### src/sv/ihu_pkg.sv
// Shared types and constants for the indexed min-heap unit.
// No dependencies; imported by every module of the block.
`default_nettype none

package ihu_pkg;

    localparam int HEAP_DEPTH = 256;
    localparam int POS_W      = $clog2(HEAP_DEPTH + 1);
    localparam int SLOT_AW    = $clog2(HEAP_DEPTH);
    localparam int ID_W       = 8;

    localparam logic [1:0] KIND_INSERT = 2'd0;
    localparam logic [1:0] KIND_POPMIN = 2'd1;
    localparam logic [1:0] KIND_SETKEY = 2'd2;
    localparam logic [1:0] KIND_REMOVE = 2'd3;

    localparam logic [2:0] ST_OK       = 3'd0;
    localparam logic [2:0] ST_FULL     = 3'd1;
    localparam logic [2:0] ST_DUP      = 3'd2;
    localparam logic [2:0] ST_EMPTY    = 3'd3;
    localparam logic [2:0] ST_NOTFOUND = 3'd4;

    typedef struct packed {
        logic [1:0]         kind;
        logic [ID_W-1:0]    id;
        logic signed [31:0] key;
        logic [31:0]        payload;
    } heap_cmd_t;

    typedef struct packed {
        logic [2:0]         status;
        logic [ID_W-1:0]    out_id;
        logic signed [31:0] out_key;
        logic [31:0]        out_payload;
        logic [8:0]         entry_count;
    } heap_rsp_t;

    typedef struct packed {
        logic signed [31:0] key;
        logic [ID_W-1:0]    id;
        logic [31:0]        payload;
    } slot_t;

    typedef enum logic [3:0] {
        DP_NOP,
        DP_LATCH,
        DP_FINISH,
        DP_INS_BEGIN,
        DP_LOOKUP,
        DP_POP_RD,
        DP_TAKE,
        DP_SETK,
        DP_UP_RD,
        DP_UP_STEP,
        DP_DN_RD,
        DP_DN_STEP,
        DP_PLACE
    } dp_op_t;

    typedef struct packed {
        dp_op_t     op;
        logic [2:0] status;
    } dp_ctl_t;

    typedef struct packed {
        logic [1:0] kind;
        logic       full;
        logic       empty;
        logic       pt_hit;
        logic       is_root;
        logic       has_child;
        logic       up_less;
        logic       dn_less;
        logic       set_up;
        logic       take_last;
    } dp_status_t;

endpackage

`default_nettype wire

### src/sv/ihu_ctrl.sv
// Sequencer of the indexed min-heap unit: decodes the operation and walks
// the sift loops through datapath commands. Depends on ihu_pkg.
`default_nettype none

module ihu_ctrl (
    input  wire logic                clk,
    input  wire logic                rst_n,
    input  wire logic                start,
    output logic                     busy,
    input  wire ihu_pkg::dp_status_t st,
    output ihu_pkg::dp_ctl_t         ctl
);
    import ihu_pkg::*;

    typedef enum logic [3:0] {
        S_IDLE,
        S_DISPATCH,
        S_TAKE,
        S_SETK,
        S_UP_RD,
        S_UP_STEP,
        S_DN_RD,
        S_DN_STEP,
        S_PLACE,
        S_DONE
    } state_t;

    state_t state_reg, state_next;
    logic   try_reg, try_next;  // moved-in entry: fall back to sift down

    always_comb
    begin
        state_next = state_reg;
        try_next   = try_reg;
        ctl.op     = DP_NOP;
        ctl.status = ST_OK;
        unique case (state_reg)
            S_IDLE:
                if (start)
                begin
                    ctl.op     = DP_LATCH;
                    state_next = S_DISPATCH;
                end
            S_DISPATCH:
            begin
                unique case (st.kind)
                    KIND_INSERT:
                        priority if (st.full)
                        begin
                            ctl.op = DP_FINISH; ctl.status = ST_FULL; state_next = S_IDLE;
                        end
                        else if (st.pt_hit)
                        begin
                            ctl.op = DP_FINISH; ctl.status = ST_DUP; state_next = S_IDLE;
                        end
                        else
                        begin
                            ctl.op = DP_INS_BEGIN; try_next = 1'b0; state_next = S_UP_RD;
                        end
                    KIND_POPMIN:
                        if (st.empty)
                        begin
                            ctl.op = DP_FINISH; ctl.status = ST_EMPTY; state_next = S_IDLE;
                        end
                        else
                        begin
                            ctl.op = DP_POP_RD; state_next = S_TAKE;
                        end
                    default:
                        if (!st.pt_hit)
                        begin
                            ctl.op = DP_FINISH; ctl.status = ST_NOTFOUND; state_next = S_IDLE;
                        end
                        else
                        begin
                            ctl.op     = DP_LOOKUP;
                            state_next = (st.kind == KIND_SETKEY) ? S_SETK : S_TAKE;
                        end
                endcase
            end
            S_TAKE:
            begin
                ctl.op     = DP_TAKE;
                try_next   = 1'b1;
                state_next = st.take_last ? S_DONE : S_UP_RD;
            end
            S_SETK:
            begin
                ctl.op     = DP_SETK;
                try_next   = 1'b0;
                state_next = st.set_up ? S_UP_RD : S_DN_RD;
            end
            S_UP_RD:
                if (st.is_root)
                begin
                    state_next = try_reg ? S_DN_RD : S_PLACE;
                end
                else
                begin
                    ctl.op     = DP_UP_RD;
                    state_next = S_UP_STEP;
                end
            S_UP_STEP:
            begin
                ctl.op = DP_UP_STEP;
                if (st.up_less)
                begin
                    try_next   = 1'b0;
                    state_next = S_UP_RD;
                end
                else
                begin
                    state_next = try_reg ? S_DN_RD : S_PLACE;
                end
            end
            S_DN_RD:
                if (!st.has_child)
                begin
                    state_next = S_PLACE;
                end
                else
                begin
                    ctl.op     = DP_DN_RD;
                    state_next = S_DN_STEP;
                end
            S_DN_STEP:
            begin
                ctl.op     = DP_DN_STEP;
                state_next = st.dn_less ? S_DN_RD : S_PLACE;
            end
            S_PLACE:
            begin
                ctl.op     = DP_PLACE;
                state_next = S_IDLE;
            end
            S_DONE:
            begin
                ctl.op     = DP_FINISH;
                state_next = S_IDLE;
            end
            default:
                state_next = S_IDLE;
        endcase
    end

    always_ff @(posedge clk or negedge rst_n)
    begin
        if (!rst_n)
        begin
            state_reg <= S_IDLE;
            try_reg   <= 1'b0;
        end
        else
        begin
            state_reg <= state_next;
            try_reg   <= try_next;
        end
    end

    assign busy = state_reg != S_IDLE;

`ifndef SYNTHESIS
    a_start_dispatch: assert property (@(posedge clk) disable iff (!rst_n)
        (start && !busy) |=> (state_reg == S_DISPATCH))
        else $error("accepted beat not dispatched");
    a_up_step_order: assert property (@(posedge clk) disable iff (!rst_n)
        (state_reg == S_UP_STEP) |-> ($past(state_reg) == S_UP_RD))
        else $error("up step without parent read");
    a_dn_step_order: assert property (@(posedge clk) disable iff (!rst_n)
        (state_reg == S_DN_STEP) |-> ($past(state_reg) == S_DN_RD))
        else $error("down step without child read");
`endif

endmodule

`default_nettype wire

### config.mk
export PLATFORM = sky130hd
export DESIGN_NAME = ihu_ctrl
export DESIGN_NICKNAME = d
export VERILOG_FILES = /design/src/sv/ihu_pkg.sv /design/src/sv/ihu_ctrl.sv
export SDC_FILE = /design/constraint.sdc
export NUM_CORES = 1
export LEC_CHECK = 0
export BUFFER_PORTS_ARGS = -buffer_cell sky130_fd_sc_hd__buf_2
export CORE_UTILIZATION = 45
export CTS_CLUSTER_DIAMETER = 200
export DETAILED_ROUTE_END_ITERATION = 10
export PLACE_DENSITY = 0.81
export SYNTH_ARGS = -nofsm -noshare
export SYNTH_HDL_FRONTEND = slang
export SYNTH_SLANG_ARGS = --single-unit
### constraint.sdc
create_clock -name clk -period 2.6 [get_ports clk]
set_input_delay 0.26 -clock clk [delete_from_list [all_inputs] [get_ports clk]]
set_output_delay 0.26 -clock clk [all_outputs]
set_load 0.01 [all_outputs]
==> results.md <==
* Outcome: completed
* Asr flop ratio synth at 1.000
* Total Wirelength at 1424 µm
* Crit path DAT at 1.67 ns
* Switching share of power at 0.4735
* Num CTS Buffers at 3
* Slew Viols, Final at 0
* Buf+Inv Stages, Crit Path at 1
* Kind of critical path: flip-flop to output port
* Synth Net Count at 95
* Gr ovfl total at 0
* Peak Freq at 518.6 MHz
* Site Rows at 12
* H-tree levels at 1
* Hold Worst Slack at 0.2989 ns
* Drt via density at 5.588
* Final antenna diode count at 0
* GRT Overall Usage at 0.2125
* Fin crit period at 1.928 ns
* CP Cell Sequence: nand2b_4 -> nor3_4 -> nand2b_1 -> o221ai_1 -> buf_2
* Synth area leaders: dfrtp_1, buf_6, nand2b_1, a21oi_1, o21ai_0
* Wire length per cell at 12.49 µm
* Power after layout at 695.7 µW
* Logic pwr share at 0.549
* Slew Limit Headroom at 0.5967
* Setup bufs post-CTS at 0
* Layout cells sized above 1 at 0.2800
* Post-route clock period utilization at 0.7416
* Leak at 0.3072 nW
* EDFF count, synth at 0
* Worst slew pin tran at 0.6050 ns
* Mapped cell area at 609.3 µm²
* Clock skew at 0.004664 ns
* Sequential power share at 0.315
* Detail Route Antenna Nets at 0
* Core area at 1186 µm²
* Antenna violations before repair at 0
* Hold wc startpoint: st[0]
* Area Overhead vs Synth at 16.22%
* CP required at 2.34 ns
* Avg Cell Area, Syn at 7.523 µm²
* IO Port Bufs at 21
* Reg2reg start: state_reg[2]$_DFFE_PN0P_
* 1st-iter DRT viols at 14
* Final WS setup at 0.6718 ns
* Sequential area share after synthesis at 0.2053
* I/O pin count at 22
* Critical path's largest stage delay at 0.67 ns
* Initial Util at 0.5137
* Startpoint types: flip-flop
* Largest net degree at the start of global routing at 22
* Internal power at 366.3 µW
* Clk Tree Root Cell: clkbuf_4
* Pre-CTS setup slack at 0.9380 ns
* Unrepaired setup endpoints after global routing: no
* Die width at 38.80 µm
* CTS sink count at 5
* DP Area at 671.9 µm²
* DRC violations left at 0
* Leading area contributor after synthesis: dfrtp_1
* Chip height at 38.80 µm
* Clock-pin transition on the worst setup and hold timing paths at 0.05 ns
* Post-synth top cells: a21oi_1, nor2_1, nand2_1, nand2b_1, o21ai_0
* Final hold vios at 0
* Max_cap viols at 0
* Drt first pass iters at 4
* Hold crit path type: primary input to flip-flop
* CTS tree: built
* Crit end category: output port
* Peak supply drop at 0.6191 mV
* Largest register FFs at 4
* Synth cell types at 35
* Cell area after layout at 708.2 µm²
* Vias in the first global route at 537
* Slowest CP cell: dfrtp_1
* Number of synthesized register bits at 5
* NetSw at 329.4 µW
* P per Cell Area at 982.3 nW/µm²
* Critical path startpoint: state_reg[0]$_DFFE_PN0P_
* Final TNS setup at 0 ns
* HPWL after DPL at 1078 µm
* Yosys top cell area share at 0.2053
* Total number of vias at 637
* Die ar. at 1505 µm²
* Worst skew pair latency at 0.25 ns
* Warnings from Yosys at 0
* Main synth FF type: dfrtp_1
* Placer Congestion at 0.8125
* Clock power frac at 0.136
* Crit path max-delay family: flip-flops
* Endpoints failing setup at 0
* CP max FO at 15
* Clock Tree Buf Depth at 2
* Synthesized instance count at 81
* Global-route wire length before repair at 2180 µm
* Final #Nets at 115
==> through the flow <==
| step | std cells | util |
|---|---|---|
| 3_3_place_gp | 109 | 0.5665 |
| 3_5_place_dp | 109 | 0.5665 |
| 2_1_floorplan | 81 | - |
| 6_report | 114 | 0.5970 |
| 5_1_grt | 114 | 0.5970 |
| 4_1_cts | 114 | 0.5970 |
==> final cells by class <==
type,count,area (µm²)
Clock buffer,4,26.28
Tap cell,14,17.52
Fill cell,118,478.0
Timing Repair Buffer,22,115.1
Inverter,2,7.507
Multi-Input combinational cell,67,416.7
Sequential cell,5,125.1
==> path summary, 6_finish.rpt <==
path | cells past startpoint | endpoint | slack [ns]
min in group asynchronous | 2 | state_reg[3]$_DFFE_PN0P_ | 0.35
hold reg to reg | 2 | try_reg$_DFFE_PN0P_ | 0.61
max in group asynchronous | 2 | try_reg$_DFFE_PN0P_ | 2.12
setup reg to reg | 3 | state_reg[2]$_DFFE_PN0P_ | 1.07
setup / recovery | 5 | ctl[3] | 0.67
hold / removal | 2 | state_reg[2]$_DFFE_PN0P_ | 0.30
==> repair_timing <==
item                      CTS  global route
gates resized for setup     0             0
hold buffers                1             0
hold endpoints to repair    5             0
==> kinds of logic (layout without fill, tap and decap cells) <==
family | count (synthesis) | after routing | synth area share
AOI/OAI and AO/OA | 26 | 26 | 0.2670
buffers and inverters | 9 | 28 | 0.1109
DFF | 5 | 5 | 0.2053
muxes | 2 | 2 | 0.03286
and+or+nand+nor | 39 | 39 | 0.3840
==> power by group through the flow <==
stage	Combinational [mW]	Sequential (mW)	Clock, mW
5_1_grt	0.424	0.232	0.101
3_5_place_dp	0.382	0.221	0
6_report	0.382	0.219	0.0944
4_1_cts	0.386	0.220	0.0969
3_3_place_gp	0.379	0.217	0
2_1_floorplan	0.415	0.129	0
==> routing by layer <==
metal,track usage,share of wire,up-vias
met3,0.05202,0.041,2
met5,0,0,-
met1,0.2887,0.50,288
met2,0.3333,0.45,14
met4,0.05172,0.0084,0
li1,-,-,333
==> cell usage in the layout (no fill, tap or decap), types with 2 or more instances in the layout <==
cell type,n
buf_2,21
inv_1,2
o211ai_1,2
nand3_1,2
clkbuf_4,3
mux2i_1,2
nor2_1,8
o21ai_0,7
nand2b_1,7
a21oi_1,8
dfrtp_1,5
nand2_1,7
nor4_1,2
No activity file was read; power rests on OpenSTA's default activity.
